[config.mk]
export PLATFORM = sky130hd
export DESIGN_NAME = ir_manchester_frame_decoder_core_flat
export DESIGN_NICKNAME = d
export VERILOG_FILES = /design/src/rtl/core/irmfd_pkg.sv /design/src/rtl/core/irmfd_if.sv /design/src/rtl/core/irmfd_gap_class.sv /design/src/rtl/core/ir_manchester_frame_decoder_core.sv /design/src/flat_wrapper.sv
export SDC_FILE = /design/constraint.sdc
export NUM_CORES = 1
export LEC_CHECK = 0
export BUFFER_PORTS_ARGS = -buffer_cell sky130_fd_sc_hd__buf_2
export CORE_UTILIZATION = 58
export CTS_BUF_LIST = sky130_fd_sc_hd__clkbuf_2 sky130_fd_sc_hd__clkbuf_4 sky130_fd_sc_hd__clkbuf_8
export DETAILED_ROUTE_END_ITERATION = 16
export PLACE_DENSITY_LB_ADDON = 0.3
export SLEW_MARGIN = 20
export SYNTH_ARGS = -nofsm -noshare
export SYNTH_HDL_FRONTEND = slang
export SYNTH_SLANG_ARGS = --single-unit
[constraint.sdc]
create_clock -name clk -period 3.93 [get_ports clk]
set_clock_uncertainty 0.15 [all_clocks]
set_input_delay 0.786 -clock clk [delete_from_list [all_inputs] [get_ports clk]]
set_output_delay 0.786 -clock clk [all_outputs]
set_load 0.03 [all_outputs]
[src/rtl/core/irmfd_pkg.sv]
// Shared types and constants for the IR Manchester frame decoder.
// No dependencies.
package irmfd_pkg;

  localparam int GapW   = 16;
  localparam int StateW = 3;
  localparam int CountW = 5;
  localparam int KeyW   = 6;
  localparam int CfgIdxW = 8;

  // Decoder states
  localparam logic [StateW-1:0] ST_IDLE  = 3'd0;
  localparam logic [StateW-1:0] ST_HEAD1 = 3'd1;
  localparam logic [StateW-1:0] ST_HEAD2 = 3'd2;
  localparam logic [StateW-1:0] ST_PH1   = 3'd3;
  localparam logic [StateW-1:0] ST_PH2   = 3'd4;
  localparam logic [StateW-1:0] ST_ERR   = 3'd5;

  // Configuration register indexes
  localparam logic [CfgIdxW-1:0] REG_SHORT_MIN = 8'd0;
  localparam logic [CfgIdxW-1:0] REG_SHORT_MAX = 8'd1;
  localparam logic [CfgIdxW-1:0] REG_LONG_MIN  = 8'd2;
  localparam logic [CfgIdxW-1:0] REG_LONG_MAX  = 8'd3;

  localparam logic [GapW-1:0] SHORT_MIN_RST = 16'd600;
  localparam logic [GapW-1:0] SHORT_MAX_RST = 16'd1200;
  localparam logic [GapW-1:0] LONG_MIN_RST  = 16'd1500;
  localparam logic [GapW-1:0] LONG_MAX_RST  = 16'd2000;

  // Frame check on a word zero-extended to 16 bits
  localparam logic [15:0] PREFIX_MASK = 16'h07c0;
  localparam logic [15:0] PREFIX_WANT = 16'h0700;

  localparam logic [CountW-1:0] COUNT_SAT = 5'd31;

  typedef struct packed {
    logic [GapW-1:0] half_lo;
    logic [GapW-1:0] half_hi;
    logic [GapW-1:0] full_lo;
    logic [GapW-1:0] full_hi;
  } cfg_t;

  typedef struct packed {
    logic timeout;     // above long window
    logic illegal;     // below short window or in the hole between windows
    logic in_short;
    logic in_long;
    logic over_short;  // above half_hi
  } gap_class_t;

endpackage

[src/rtl/core/irmfd_if.sv]
// Handshake channel interfaces: edge events, decoded results, config writes.
// Depends on irmfd_pkg.
interface irmfd_in_if import irmfd_pkg::*; ();
  logic            valid;
  logic            ready;
  logic            level;
  logic [GapW-1:0] gap_us;

  modport source (output valid, level, gap_us, input ready);
  modport sink   (input valid, level, gap_us, output ready);
endinterface

interface irmfd_out_if import irmfd_pkg::*; ();
  logic              valid;
  logic              ready;
  logic [StateW-1:0] fsm_state;
  logic [CountW-1:0] bit_count;
  logic              code_valid;
  logic [KeyW-1:0]   key_code;

  modport source (output valid, fsm_state, bit_count, code_valid, key_code, input ready);
  modport sink   (input valid, fsm_state, bit_count, code_valid, key_code, output ready);
endinterface

interface irmfd_cfg_if import irmfd_pkg::*; ();
  logic               valid;
  logic               ready;
  logic [CfgIdxW-1:0] index;
  logic [GapW-1:0]    data;

  modport source (output valid, index, data, input ready);
  modport sink   (input valid, index, data, output ready);
endinterface

[src/rtl/core/irmfd_gap_class.sv]
// Sorts an edge gap into the short/long/timeout/illegal windows.
// Depends on irmfd_pkg.
module irmfd_gap_class import irmfd_pkg::*; (
  input  logic [GapW-1:0] gap,
  input  cfg_t            cfg,
  output gap_class_t      cls
);

  logic ge_smin, le_smax, ge_lmin, le_lmax;

  always_comb begin
    ge_smin = gap >= cfg.half_lo;
    le_smax = gap <= cfg.half_hi;
    ge_lmin = gap >= cfg.full_lo;
    le_lmax = gap <= cfg.full_hi;

    cls.timeout    = !le_lmax;
    cls.illegal    = !ge_smin || (!le_smax && !ge_lmin);
    cls.in_short   = ge_smin && le_smax;
    cls.in_long    = ge_lmin && le_lmax;
    cls.over_short = !le_smax;
  end

endmodule

[src/rtl/core/ir_manchester_frame_decoder_core.sv]
// IR Manchester (RC5-style) frame decoder, top level.
// Depends on irmfd_pkg, irmfd_if, irmfd_gap_class.
//
// Usage:
//   in_ch  : one beat per receiver edge: level after the edge (0 = active)
//            and gap_us, the microseconds since the previous edge.
//   out_ch : one beat per edge: state after the edge, bits decoded so far,
//            and code_valid/key_code when the edge closed a good frame.
//   cfg_ch : register writes (0 half_lo, 1 half_hi, 2 full_lo,
//            3 full_hi); other indexes are dropped. Always ready; write
//            only while no edge is in flight.
// Path: an accepted edge is registered in the input stage, then in the
//   result stage, which drives out_ch; two registers in all.
// Throughput: one edge per cycle while out_ch is not held. The state loop
//   (phase, bit count, shift word, prior level) closes through the window
//   compares and the next-state logic, with no register in between.
// Reset: rst_n low clears both stages, returns to idle with zero count and
//   word, line released, and loads the default windows 600/1200/1500/2000.
// Stall: while out_ch is held, the result stays put; one more edge can sit
//   in the input stage, after which in_ch.ready drops.
module ir_manchester_frame_decoder_core import irmfd_pkg::*; #(
  parameter int FRAME_BITS = 12
) (
  input  logic        clk,
  input  logic        rst_n,
  irmfd_in_if.sink    in_ch,
  irmfd_out_if.source out_ch,
  irmfd_cfg_if.sink   cfg_ch
);

  // Configuration
  cfg_t cfg_r;

  assign cfg_ch.ready = 1'b1;

  always_ff @(posedge clk) begin
    if (!rst_n) begin
      cfg_r.half_lo <= SHORT_MIN_RST;
      cfg_r.half_hi <= SHORT_MAX_RST;
      cfg_r.full_lo <= LONG_MIN_RST;
      cfg_r.full_hi <= LONG_MAX_RST;
    end else if (cfg_ch.valid) begin
      unique case (cfg_ch.index)
        REG_SHORT_MIN: cfg_r.half_lo <= cfg_ch.data;
        REG_SHORT_MAX: cfg_r.half_hi <= cfg_ch.data;
        REG_LONG_MIN:  cfg_r.full_lo <= cfg_ch.data;
        REG_LONG_MAX:  cfg_r.full_hi <= cfg_ch.data;
        default: ;
      endcase
    end
  end

  // Input stage
  logic            s1_valid_r;
  logic            s1_level_r;
  logic [GapW-1:0] s1_gap_r;
  logic            adv;

  // Result stage
  logic              out_valid_r;
  logic [StateW-1:0] out_state_r;
  logic [CountW-1:0] out_count_r;
  logic              out_code_valid_r;
  logic [KeyW-1:0]   out_key_r;

  assign adv         = !out_valid_r || out_ch.ready;
  assign in_ch.ready = !s1_valid_r || adv;

  always_ff @(posedge clk) begin
    if (!rst_n) begin
      s1_valid_r <= 1'b0;
    end else if (in_ch.ready) begin
      s1_valid_r <= in_ch.valid;
    end
  end

  always_ff @(posedge clk) begin
    if (in_ch.ready && in_ch.valid) begin
      s1_level_r <= in_ch.level;
      s1_gap_r   <= in_ch.gap_us;
    end
  end

  // Decoder state
  logic [StateW-1:0]     phase_r, phase_nxt, phase_pre;
  logic [CountW-1:0]     bits_r, bits_nxt, bits_inc;
  logic [FRAME_BITS-1:0] word_r, word_nxt, word_shift;
  logic                  prior_r;
  logic                  code_valid;
  logic [KeyW-1:0]       key;
  logic [15:0]           word_ext;
  gap_class_t            cls;

  irmfd_gap_class u_gap_class (
    .gap (s1_gap_r),
    .cfg (cfg_r),
    .cls (cls)
  );

  always_comb begin
    bits_inc   = (bits_r == COUNT_SAT) ? bits_r : bits_r + 1'b1;
    word_shift = {word_r[FRAME_BITS-2:0], ~s1_level_r};

    // window violations override the current state before the step
    phase_pre = phase_r;
    if (cls.timeout) begin
      phase_pre = ST_IDLE;
    end else if (cls.illegal) begin
      phase_pre = s1_level_r ? ST_ERR : ST_IDLE;
    end

    phase_nxt  = phase_pre;
    bits_nxt   = bits_r;
    word_nxt   = word_r;
    code_valid = 1'b0;
    key        = '0;
    word_ext   = '0;

    unique case (phase_pre)
      ST_IDLE: begin
        if (!s1_level_r) phase_nxt = ST_HEAD1;
      end
      ST_HEAD1: begin
        if (cls.over_short)  phase_nxt = ST_ERR;
        else if (s1_level_r) phase_nxt = ST_HEAD2;
      end
      ST_HEAD2: begin
        if (cls.over_short) begin
          phase_nxt = ST_ERR;
        end else if (!s1_level_r) begin
          phase_nxt = ST_PH2;
          bits_nxt  = '0;
          word_nxt  = '0;
        end
      end
      ST_PH1, ST_PH2: begin
        if (s1_level_r != prior_r) begin
          if (cls.in_short) begin
            if (phase_pre == ST_PH2) begin
              phase_nxt = ST_PH1;
            end else begin
              phase_nxt = ST_PH2;
              bits_nxt  = bits_inc;
              word_nxt  = word_shift;
            end
          end else if (cls.in_long) begin
            if (phase_pre == ST_PH1) begin
              phase_nxt = ST_ERR;
            end else begin
              bits_nxt = bits_inc;
              word_nxt = word_shift;
            end
          end else begin
            phase_nxt = ST_ERR;
          end
        end
        // frame end check runs even if this edge just went to error
        word_ext = 16'(word_nxt);
        if (s1_level_r && bits_nxt == CountW'(FRAME_BITS)) begin
          if ((word_ext & PREFIX_MASK) == PREFIX_WANT) begin
            code_valid = 1'b1;
            key        = word_ext[KeyW-1:0];
            phase_nxt  = ST_IDLE;
          end else begin
            phase_nxt = ST_ERR;
          end
        end
      end
      default: begin
        if (s1_level_r) phase_nxt = ST_IDLE;
      end
    endcase
  end

  always_ff @(posedge clk) begin
    if (!rst_n) begin
      phase_r <= ST_IDLE;
      bits_r  <= '0;
      word_r  <= '0;
      prior_r <= 1'b1;
    end else if (s1_valid_r && adv) begin
      phase_r <= phase_nxt;
      bits_r  <= bits_nxt;
      word_r  <= word_nxt;
      prior_r <= s1_level_r;
    end
  end

  always_ff @(posedge clk) begin
    if (!rst_n) begin
      out_valid_r <= 1'b0;
    end else if (adv) begin
      out_valid_r <= s1_valid_r;
    end
  end

  always_ff @(posedge clk) begin
    if (s1_valid_r && adv) begin
      out_state_r      <= phase_nxt;
      out_count_r      <= bits_nxt;
      out_code_valid_r <= code_valid;
      out_key_r        <= key;
    end
  end

  assign out_ch.valid      = out_valid_r;
  assign out_ch.fsm_state  = out_state_r;
  assign out_ch.bit_count  = out_count_r;
  assign out_ch.code_valid = out_code_valid_r;
  assign out_ch.key_code   = out_key_r;

endmodule

[src/flat_wrapper.sv]
// flat-port wrapper written by rule: the top's interface ports become plain ports
module ir_manchester_frame_decoder_core_flat import irmfd_pkg::*;
#(
  parameter int FRAME_BITS = 12
)
  (clk, rst_n, in_ch_valid, in_ch_level, in_ch_gap_us, in_ch_ready, out_ch_valid, out_ch_fsm_state, out_ch_bit_count, out_ch_code_valid, out_ch_key_code, out_ch_ready, cfg_ch_valid, cfg_ch_index, cfg_ch_data, cfg_ch_ready);
  irmfd_in_if in_ch_i ();
  irmfd_out_if out_ch_i ();
  irmfd_cfg_if cfg_ch_i ();
  input  logic clk;
  input  logic rst_n;
  input wire logic [$bits(in_ch_i.valid)-1:0] in_ch_valid;
  input wire logic [$bits(in_ch_i.level)-1:0] in_ch_level;
  input wire logic [$bits(in_ch_i.gap_us)-1:0] in_ch_gap_us;
  output wire logic [$bits(in_ch_i.ready)-1:0] in_ch_ready;
  output wire logic [$bits(out_ch_i.valid)-1:0] out_ch_valid;
  output wire logic [$bits(out_ch_i.fsm_state)-1:0] out_ch_fsm_state;
  output wire logic [$bits(out_ch_i.bit_count)-1:0] out_ch_bit_count;
  output wire logic [$bits(out_ch_i.code_valid)-1:0] out_ch_code_valid;
  output wire logic [$bits(out_ch_i.key_code)-1:0] out_ch_key_code;
  input wire logic [$bits(out_ch_i.ready)-1:0] out_ch_ready;
  input wire logic [$bits(cfg_ch_i.valid)-1:0] cfg_ch_valid;
  input wire logic [$bits(cfg_ch_i.index)-1:0] cfg_ch_index;
  input wire logic [$bits(cfg_ch_i.data)-1:0] cfg_ch_data;
  output wire logic [$bits(cfg_ch_i.ready)-1:0] cfg_ch_ready;
  assign in_ch_i.valid = in_ch_valid;
  assign in_ch_i.level = in_ch_level;
  assign in_ch_i.gap_us = in_ch_gap_us;
  assign in_ch_ready = in_ch_i.ready;
  assign out_ch_valid = out_ch_i.valid;
  assign out_ch_fsm_state = out_ch_i.fsm_state;
  assign out_ch_bit_count = out_ch_i.bit_count;
  assign out_ch_code_valid = out_ch_i.code_valid;
  assign out_ch_key_code = out_ch_i.key_code;
  assign out_ch_i.ready = out_ch_ready;
  assign cfg_ch_i.valid = cfg_ch_valid;
  assign cfg_ch_i.index = cfg_ch_index;
  assign cfg_ch_i.data = cfg_ch_data;
  assign cfg_ch_ready = cfg_ch_i.ready;
  ir_manchester_frame_decoder_core #(.FRAME_BITS(FRAME_BITS)) u_core (.clk(clk), .rst_n(rst_n), .in_ch(in_ch_i), .out_ch(out_ch_i), .cfg_ch(cfg_ch_i));
endmodule
==> qor.yml, run 1 <==
fin_cells: 933
num_antenna_cells: 0
grt_setup_unrepaired: "true"
drive_gt1_share_pct: 20.6
row_count: 38
power_density_mw_per_mm2: 372
htreeDepth: 4
syn_inst: 696
ys.flop_type: "dfxtp_1"
peakVddDrop_mv: 0.277
crit_slowest_cell: "edfxtp_1"
hold_viol: 0
start_util_pct: 59.7
timing.max_cap.violations: 0
drc_errors: 0
cpPeakStageDelay_ns: 0.46
die_y_um: 108
synth_area_leaders: "dfxtp_1, edfxtp_1, ha_1"
tritoncts: "built"
syn_to_final_growth_pct: 19.7
num_vias: 5406
worst_slew_pin_slew_ns: 1.07
netlist_area_mm2: 0.00650
seq_area_frac_synth_pct: 41.3
relSlewSlack_pct: 28.9
avgSynthCellArea_um2: 9.34
path_cells: "ha_1, and4_1, a221o_1, o21ai_0, a21oi_4, o21a_1, a21o_1, a211o_1, a2111oi_4, buf_4, mux2i_2, nand2_1"
cts_root_buf: "clkbuf_8"
wl_per_cell_um: 17.2
gp_congestion: 0.892
grt_max_degree: 56
synth-seq-cells: 118
crit_required_ns: 3.99
cp.arrival_ns: 3.90
fmax_ghz: 0.261
timing.critical_path.buf_inv: 1
outcome: "finished, final reports clean"
post-layout-total-power_mw: 2.90
drt_first_pass_iters: 5
clkLatencyLatePin_ns: 0.46
hold_class: "flip-flop to flip-flop"
cts.clk_slew.worst_paths_ns: 0.08
first_global_vias: 5053
io_buffers: 62
grt_overflow: 0
globalRouteTotalUtil_pct: 28.1
dp.cells: 881
stdcell_area_mm2: 0.00778
cts_hold_buf: 0
grt_pass1_wl_mm: 24.7
vias_per_cell: 5.79
startpoint_type: "flip-flop"
syn_nets: 807
cp-end-kind: "flip-flop"
finalCritPeriodShare_pct: 97.5
maxSlewViolCount: 0
dpl_cell_area_mm2: 0.00696
synthArstFlopShare_pct: 0
synth.distinct_cells: 65
fin_crit_ns: 3.83
synth_warnings: 0
worstPathMaxFanout: 5
critical-path-top-delay-family: "compound AO/OA/AOI/OAI gates"
drt_iter0_markers: 378
place.detailed.hpwl_mm: 10.7
synth_common_cells: "nand2_1, dfxtp_1, ha_1, inv_1, nor2b_1"
cts-buffers-inserted: 17
antenna_found_initial: 0
critPathKind: "flip-flop to flip-flop"
yosys.area.top_type_share_pct: 26.5
cts_buffer_depth: 2
p_leak_nw: 3.22
synth_most_common_cell: "nand2_1"
wl_mm: 16.1
synth_edf_count: 32
clock_sinks: 118
nets: 891
core_mm2: 0.0109
ant_nets: 0
io-pin-count: 64
die_w_um: 108
synth_area_leader_cell: "dfxtp_1"
dieArea_mm2: 0.0116
setup_violations: 0
-- through the flow --
stage	setup WS (ns)	hold slack, ns	utilization [%]	TNS, ns
after floorplan	0.307	0.293	-	0
after CTS	0.0277	0.319	68.4	0
final	0.0963	0.318	71.4	0
after global placement	-0.0634	0.302	63.9	-0.366
after global routing	-0.113	0.333	71.4	-0.551
after detailed placement	-0.144	0.309	63.9	-0.894
-- power breakdown --
| group | switching, mW | total [mW] | internal (mW) |
|---|---|---|---|
| Sequential | 0.0288 | 1.30 | 1.27 |
| Combinational | 0.171 | 0.300 | 0.128 |
| Clock | 0.507 | 1.29 | 0.786 |
-- metal layers --
| metal | wire length, um | track usage (%) |
|---|---|---|
| met1 | 7180 | 37.1 |
| met3 | 933 | 6.42 |
| met5 | 0 | 0 |
| met2 | 7630 | 44.1 |
| met4 | 353 | 11.6 |
-- sequential cells by signal, indices dropped and copies added, names as in the netlist --
signal                    count
u_core.out_ch.key_code        6
u_core.s1_valid_r             1
u_core.cfg_r                 64
u_core.s1_level_r             1
u_core.out_ch.valid           1
u_core.out_ch.code_valid      1
u_core.out_ch.fsm_state       3
u_core.out_ch.bit_count       5
u_core.phase_r                3
u_core.prior_r                1
u_core.word_r                11
u_core.s1_gap_r              16
u_core.bits_r                 5
-- logic make-up (layout without fill, tap and decap cells) --
logic type	Yosys count	in the layout	share of synthesized area (%)
XOR/XNOR	3	3	0.404
AND/OR/NAND/NOR	229	229	17.7
other	1	1	0.0577
AO/OA/AOI/OAI	147	147	16.4
flip-flops	118	118	41.3
buffers and inverters	94	191	5.58
multiplexers	39	39	6.03
adder cells (fa/ha/maj)	65	65	12.5
-- layout make-up --
cell class	instances	area, um2
clock buffer	20	263
sequential	118	2680
tap	140	175
fill	806	3110
timing repair buffer	94	554
inverter	65	244
clock inverter	12	201
multi-input combinational	484	3660
-- worst register-to-register path, cell delays in order, from the launching register on --
cell and delay, ns:
edfxtp_1 0.46, ha_1 0.37, and4_1 0.22, a221o_1 0.35, o21ai_0 0.45, a21oi_4 0.11
o21a_1 0.15, a21o_1 0.24, a211o_1 0.30, a2111oi_4 0.28, buf_4 0.20, mux2i_2 0.24
nand2_1 0.08
-- repair_timing --
action,CTS,global route
endpoints found under the setup margin,14,29
buffers inserted,1,19
gates resized for setup,3,27
pin swaps,3,18
-- path summary, 6_finish.rpt --
check / start / slack [ns] / depth (start not counted) / endpoint
setup / recovery: u_core.s1_gap_r[6] / 0.1 / 12 / u_core.out_ch.fsm_state[0]
hold / removal: u_core.cfg_r[31] / 0.32 / 2 / u_core.cfg_r[31]
setup reg to reg: u_core.s1_gap_r[6] / 0.1 / 12 / u_core.out_ch.fsm_state[0]
hold reg to reg: u_core.cfg_r[31] / 0.32 / 2 / u_core.cfg_r[31]
-- layout by cell type (no fill, tap or decap), types with 6 or more instances in the layout --
cell type / n
mux2i_1: 36
nor2_1: 30
a21o_1: 10
o21a_1: 7
buf_2: 62
clkbuf_8: 18
buf_4: 31
nand4_1: 14
and2_1: 7
dfxtp_1: 86
nand2b_1: 8
o211ai_1: 19
a22oi_1: 10
nand2_1: 87
ha_4: 6
a21boi_0: 23
o21ai_0: 13
edfxtp_1: 32
nand3_1: 10
inv_1: 64
nor2b_1: 41
ha_1: 59
a21oi_1: 29
No activity file was read; power rests on OpenSTA's default activity.
==> inputs of run 2 (changes only) <==
--- a/config.mk
+++ b/config.mk
@@ -13,4 +13,5 @@
 export SLEW_MARGIN = 20
 export SYNTH_ARGS = -nofsm -noshare
 export SYNTH_HDL_FRONTEND = slang
+export SYNTH_HIERARCHICAL = 1
 export SYNTH_SLANG_ARGS = --single-unit
==> run 2 against run 1 <==
Synthesized cell count up 4.3%. Via count is 2.4% lower. Utilization is 3.1 points lower. Highest routed layer unchanged. Flip-flop and latch count unchanged. Hold slack got worse by 0.0053 ns. Maximum frequency rose by 2.6%. Die area up 0.40%. Clock power is essentially flat. Sequential power is essentially flat. Critical path depth increased by 1. Worst setup slack better by 0.099 ns.
==> qor.yml, run 2 <==
wl_per_cell_um: 16.3  # -5.7%
netlist_area_mm2: 0.00653  # +0.40%
fin_crit_ns: 3.73  # -0.0988 ns
peakVddDrop_mv: 0.374  # +35%
setup_violations: 0  # unchanged
num_antenna_cells: 0  # unchanged
drive_gt1_share_pct: 16.8  # -3.8 points
m1WireLength_mm: 7.17  # -0.20%
die_w_um: 108  # +0.20%
final_common_cell: "nand2_1"
hold_class: "flip-flop to flip-flop"
synth.distinct_cells: 72  # +11%
top_register: "u_core/cfg_r"
first_global_vias: 5110  # +1.1%
critPathKind: "flip-flop to flip-flop"
avgSynthCellArea_um2: 8.99  # -3.7%
largest_reg_flops: 64  # unchanged
row_count: 38  # unchanged
cp-end-kind: "flip-flop"
cpPeakStageDelay_ns: 0.50  # +0.04 ns
antenna_found_initial: 0  # unchanged
synthArstFlopShare_pct: 0  # unchanged
ant_nets: 0  # unchanged
final_cell_mix: "nand2_1, dfxtp_1, inv_1, ha_1, buf_2"
vias_per_cell: 5.61  # -3.2%
cts_root_buf: "clkbuf_8"
die_y_um: 108  # +0.20%
synth-seq-cells: 118  # unchanged
dpl_cell_area_mm2: 0.00694  # -0.34%
synth_mux_area_share_pct: 3.72  # -2.3 points
dieArea_mm2: 0.0117  # +0.40%
synth_most_common_cell: "nand2_1"
num_vias: 5274  # -2.4%
place.detailed.hpwl_mm: 10.9  # +2.2%
synth-adder-area-share_pct: 12.5  # -0.050 points
grt_max_degree: 62  # +11%
cts_buffer_depth: 2  # unchanged
drc_errors: 0  # unchanged
synth_xor_xnor_area_share_pct: 0.403  # -0.0016 points
path_cells: "ha_1, a21oi_1, o21ai_0, a221oi_1, o211ai_1, nand2_2, o31ai_2, or2_4, buf_4, nor4b_2, nor3b_4, nor2b_1, mux2_2"
globalRouteTotalUtil_pct: 27.7  # -0.40 points
yosys.area.top_type_share_pct: 26.4  # -0.11 points
start_util_pct: 59.9  # +0.24 points
seq_area_frac_synth_pct: 41.1  # -0.17 points
synth_compound_area_share_pct: 15.1  # -1.3 points
top_regs: "u_core/cfg_r: 64 flops, u_core/s1_gap_r: 16 flops, u_core/word_r: 11 flops"
timing.max_cap.violations: 0  # unchanged
io_buffers: 62  # unchanged
syn_inst: 726  # +4.3%
cp.arrival_ns: 3.77  # -0.13 ns
setup_ws_ns: 0.195  # +0.0988 ns
maxSlewViolCount: 0  # unchanged
tritoncts: "built"
finalCritPeriodShare_pct: 95.0  # -2.5 points
worst_slew_pin_slew_ns: 1.03  # -0.0329 ns
setup_tns_ns: 0  # unchanged
dr_wl_met2_mm: 7.03  # -7.8%
crit_required_ns: 3.96  # -0.03 ns
gp_congestion: 0.896  # +0.43%
p_leak_nw: 3.10  # -3.9%
cts.clk_slew.worst_paths_ns: 0.07  # about the same
stdcell_area_mm2: 0.00744  # -4.3%
synth_top_family_by_area: "simple AND/OR/NAND/NOR gates"
outcome: "finished, final reports clean"
relSlewSlack_pct: 31.1  # +2.2 points
grt_pass1_wl_mm: 24.7  # unchanged
grt_setup_unrepaired: "false"
power_density_mw_per_mm2: 376  # +0.87%
synth_edf_count: 32  # unchanged
drt_first_pass_iters: 5  # unchanged
synth_area_leader_cell: "dfxtp_1"
wl_met3_um: 829  # -11%
htreeDepth: 4  # unchanged
fmax_ghz: 0.268  # +2.6%
clock_sinks: 118  # unchanged
syn_nets: 837  # +3.7%
hold_viol: 0  # unchanged
synth_warnings: 6  # +6
synth_common_cells: "nand2_1, dfxtp_1, inv_1"
ys.flop_type: "dfxtp_1"
grt_overflow: 0  # unchanged
syn_to_final_growth_pct: 14.1
hold_slack_ns: 0.312  # -0.00532 ns
yosys.area_share.simple_pct: 20.8  # +3.1 points
nets: 898  # +0.79%
wl_mm: 15.3  # -5.0%
post-place-ws_ns: 0.0637  # +0.207 ns
synth_area_leaders: "dfxtp_1, edfxtp_1, ha_1"
crit_slowest_cell: "edfxtp_1"
startpoint_type: "flip-flop"
io-pin-count: 64  # unchanged
top_layer_used: "met4"
clkLatencyLatePin_ns: 0.43  # -0.03 ns
worstPathMaxFanout: 7  # +2
drt_iter0_markers: 293  # -22%
cts_hold_buf: 0  # unchanged
cts-buffers-inserted: 17  # unchanged
core_mm2: 0.0109  # unchanged
[run 2: logic make-up (layout without fill, tap and decap cells)]
family                     count (synthesis)  count (layout)
muxes                                     24              24
AOI/OAI and AO/OA                        139             139
and+or+nand+nor                          274             274
DFF                                      118             118
other                                      1               1
adders and majority gates                 65              65
buffers and inverters                    102             176
xor gates and xnor gates                   3               3
[run 2: layout make-up]
| type | instances | area [um2] |
|---|---|---|
| clock inverter | 13 | 204 |
| sequential | 118 | 2680 |
| clock buffer | 19 | 249 |
| fill | 850 | 3440 |
| tap | 140 | 175 |
| timing repair buffer | 75 | 408 |
| inverter | 69 | 259 |
| multi-input combinational | 506 | 3470 |
[run 2: stage by stage]
| stage | cells | total power, mW | util, % |
|---|---|---|---|
| 2_1_floorplan | 726 | 1.47 | - |
| 5_1_grt | 940 | 2.89 | 68.4 |
| 3_5_place_dp | 905 | 1.56 | 63.7 |
| 6_report | 940 | 2.80 | 68.4 |
| 4_1_cts | 937 | 2.81 | 67.9 |
| 3_3_place_gp | 905 | 1.55 | 63.7 |
[run 2: path summary, 6_finish.rpt]
kind,from,endpoint,slack [ns],cells after the start
worst max-delay path,u_core/s1_gap_r[7],u_core/out_ch.bit_count[1],0.20,13
worst min-delay path,u_core/cfg_r[15],u_core/cfg_r[15],0.31,2
worst max register to register,u_core/s1_gap_r[7],u_core/out_ch.bit_count[1],0.20,13
worst min register to register,u_core/cfg_r[15],u_core/cfg_r[15],0.31,2
[run 2: worst max-delay path: cells and delay by family, from the launching register on]
| family | cells | cell delay (ns) |
|---|---|---|
| adders and majority gates | 1 | 0.35 |
| AOI/OAI and AO/OA | 5 | 0.85 |
| DFF | 1 | 0.50 |
| and+or+nand+nor | 5 | 1.22 |
| buffers and inverters | 1 | 0.16 |
| muxes | 1 | 0.26 |
[run 2: what timing repair did]
item	4_1_cts	5_1_grt
endpoints found under the setup margin	0	32
buffers inserted	0	3
resized for setup	0	8
endpoints found under the hold margin	0	0
[run 2: power breakdown]
group / switching, mW / internal (mW) / total [mW] / leakage [nW]
registers: 0.0265 / 1.27 / 1.30 / 0.997
clock network: 0.489 / 0.767 / 1.26 / 0.221
logic: 0.142 / 0.100 / 0.242 / 1.88
total: 0.657 / 2.14 / 2.80 / 3.10
[run 2: layer usage]
layer  global-route usage [%]  vias to the layer above
met5                        0                        -
met4                     9.98                        0
met3                     6.69                       20
met2                     44.4                      135
met1                     36.3                     2488
li1                         -                     2631
==> inputs of run 3 (changes only) <==
--- a/config.mk
+++ b/config.mk
@@ -6,10 +6,11 @@
 export NUM_CORES = 1
 export LEC_CHECK = 0
 export BUFFER_PORTS_ARGS = -buffer_cell sky130_fd_sc_hd__buf_2
-export CORE_UTILIZATION = 58
+export CORE_UTILIZATION = 55
 export CTS_BUF_LIST = sky130_fd_sc_hd__clkbuf_2 sky130_fd_sc_hd__clkbuf_4 sky130_fd_sc_hd__clkbuf_8
 export DETAILED_ROUTE_END_ITERATION = 16
 export PLACE_DENSITY_LB_ADDON = 0.3
+export RECOVER_POWER = 25
 export SLEW_MARGIN = 20
 export SYNTH_ARGS = -nofsm -noshare
 export SYNTH_HDL_FRONTEND = slang
==> run 3 against run 2 <==
The flow now finishes with violations (capacitance limit, slew limit). Worst setup slack worse by 0.070 ns. Critical path depth down 1. Hold slack got worse by 0.0068 ns. Cell count up 0.64%. Register-to-register slack got worse by 0.07 ns. Sequential share of layout area hardly changed. Combinational power grew 2%. Cell area increased by 0.12%. Critical endpoint is now u_core/out_ch.fsm_state[1]. Highest routed layer unchanged.
==> qor.yml, run 3 (synthesis results as in run 2) <==
cp.arrival_ns: 3.86  # +0.09 ns
p_int_mw: 2.07  # -3.4%
htreeDepth: 4  # unchanged
crit_end: "u_core/out_ch.fsm_state[1]"
antenna_found_initial: 0  # unchanged
hold_viol: 0  # unchanged
timing.max_cap.violations: 1  # +1
wl_mm: 15.5  # +1.4%
grt_max_degree: 45  # -27%
die_y_um: 111  # +2.6%
setup_tns_ns: 0  # unchanged
final_common_cell: "nand2_1"
crit_required_ns: 3.99  # +0.03 ns
setup_ws_ns: 0.125  # -0.0699 ns
grt_setup_unrepaired: "true"
final_cell_mix: "nand2_1, dfxtp_1, inv_1, ha_1, buf_2"
critical-path-top-delay-family: "simple AND/OR/NAND/NOR gates"
top_regs: "u_core/cfg_r: 64 flops, u_core/s1_gap_r: 16 flops, u_core/word_r: 11 flops"
num_antenna_cells: 0  # unchanged
crit_start: "u_core/s1_gap_r[6]"
multi_input_area_mm2: 0.00350  # +1.1%
crit_slowest_cell: "edfxtp_1"
startpoint_type: "flip-flop"
globalRouteTotalUtil_pct: 26.4  # -1.3 points
gp_congestion: 0.931  # +4.0%
maxSlewViolCount: 18  # +18
r2r_setup_slack_ns: 0.13  # -0.07 ns
core_mm2: 0.0115  # +5.3%
vias_per_cell: 5.61  # about the same
violations: "capacitance limit, slew limit"
wl_met3_um: 759  # -8.4%
place.detailed.hpwl_mm: 11.1  # +1.9%
tritoncts: "built"
die_w_um: 111  # +2.6%
start_util_pct: 56.9  # -3.0 points
row_count: 39  # +2.6%
cts_buffer_depth: 2  # unchanged
dr_wl_met2_mm: 7.11  # +1.1%
grt_overflow: 0  # unchanged
cp-end-kind: "flip-flop"
critPathKind: "flip-flop to flip-flop"
grt_pass1_wl_mm: 25.5  # +3.1%
clock_sinks: 118  # unchanged
combPwrFrac_pct: 9.1  # +0.4 points
ff_latch_area_mm2: 0.00268  # unchanged
p_leak_nw: 3.07  # -0.94%
top_register: "u_core/cfg_r"
power_density_mw_per_mm2: 364  # -3.0%
seqPwrFrac_pct: 47.8  # +1.4 points
fmax_ghz: 0.263  # -1.8%
dieArea_mm2: 0.0123  # +5.4%
cts_root_buf: "clkbuf_8"
hold_slack_ns: 0.306  # -0.00682 ns
finalCritPeriodShare_pct: 96.8  # +1.8 points
timing.critical_path.buf_inv: 1  # unchanged
first_global_vias: 5112  # +0.039%
outcome: "finished with violations"
setup_violations: 0  # unchanged
syn_to_final_growth_pct: 14.2
largest_reg_flops: 64  # unchanged
p_sw_share_pct: 23.9  # +0.44 points
drive_gt1_share_pct: 15.6  # -1.2 points
worst_slew_pin_slew_ns: 1.55  # +0.521 ns
drt_iter0_markers: 256  # -13%
hold_class: "flip-flop to flip-flop"
cp.depth: 12  # -1
post-place-ws_ns: 0.0355  # -0.0282 ns
io-pin-count: 64  # unchanged
cts.clk_slew.worst_paths_ns: 0.07  # about the same
ant_nets: 0  # unchanged
wl_per_cell_um: 16.4  # +0.74%
clockPowerShare_pct: 43.1  # -1.8 points
drc_errors: 0  # unchanged
fill_cells: 935  # +10%
io_buffers: 62  # unchanged
path_cells: "ha_1, nand4_1, nor3_1, o21ai_0, a21oi_2, o31ai_4, or2_4, o311a_4, or3_4, and2_1, a2bb2oi_1, inv_1"
m1WireLength_mm: 7.44  # +3.9%
num_vias: 5310  # +0.68%
top_layer_used: "met4"
relSlewSlack_pct: -3.64  # -35 points
reg2reg_depth: 12  # -1
cpPeakStageDelay_ns: 0.51  # about the same
cts-buffers-inserted: 17  # unchanged
drt_first_pass_iters: 6  # +1
timing.rr.start: "u_core/s1_gap_r[6]"
clkLatencyLatePin_ns: 0.45  # +0.02 ns
switchingPower_uw: 650  # -1.0%
worstPathMaxFanout: 11  # +4
nets: 901  # +0.33%
timing.rr.end: "u_core/out_ch.fsm_state[1]"
fin_crit_ns: 3.80  # +0.0699 ns
peakVddDrop_mv: 0.429  # +15%
[run 3: timing repair]
action / 4_1_cts / 5_1_grt
setup buffers: 0 / 2
pin swaps: 0 / 7
resized for setup: 1 / 12
setup endpoints to repair: 1 / 34
hold buffers: 0 / 0
[run 3: per-layer routing]
metal | vias up | GRT usage [%]
li1 | 2631 | -
met3 | 15 | 5.85
met2 | 137 | 41.6
met1 | 2527 | 36.0
met5 | - | 0
met4 | 0 | 8.36
[run 3: stage by stage]
step                      cell area (um2)  instances  power [mW]  utilization (%)
after floorplan                      6530        726        1.47                -
after global placement               6970        912        1.55             60.8
after detailed placement             6970        912        1.56             60.8
after CTS                            7390        944        2.73             64.5
after global routing                 7450        946        2.82             65.0
final                                7450        946        2.72             65.0
[run 3: final cells by class]
type | count | area share, %
clock buffer | 23 | 4.00
multi-input combinational | 506 | 47.0
sequential | 118 | 36.0
clock inverter | 9 | 1.66
tap | 143 | 2.40
timing repair buffer | 78 | 5.44
inverter | 69 | 3.48
[run 3: worst register-to-register path: stages, from the launching register on]
cell and delay [ns]:
edfxtp_1 0.51, ha_1 0.37, nand4_1 0.11, nor3_1 0.28, o21ai_0 0.20, a21oi_2 0.27
o31ai_4 0.10, or2_4 0.32, o311a_4 0.39, or3_4 0.42, and2_1 0.18, a2bb2oi_1 0.22
inv_1 0.06
[run 3: worst min path at each step]
| stage | start | endpoint | slack [ns] | cells after the start |
|---|---|---|---|---|
| global placement | u_core/cfg_r[29] | u_core/cfg_r[29] | 0.29 | 2 |
| finish | u_core/cfg_r[29] | u_core/cfg_r[29] | 0.31 | 2 |
| detailed placement | u_core/cfg_r[29] | u_core/cfg_r[29] | 0.30 | 2 |
| floorplan | u_core/cfg_r[29] | u_core/cfg_r[29] | 0.28 | 2 |
| CTS | u_core/cfg_r[29] | u_core/cfg_r[29] | 0.31 | 2 |
| global route | in_ch_gap_us[0] | u_core/s1_gap_r[0] | 0.34 | 1 |
[run 3: power groups by stage]
stage	Sequential (mW)	Combinational, mW	Clock, mW
floorplan	1.33	0.146	0
global placement	1.32	0.231	0
detailed placement	1.32	0.236	0
CTS	1.30	0.237	1.20
global route	1.30	0.271	1.25
finish	1.30	0.246	1.17
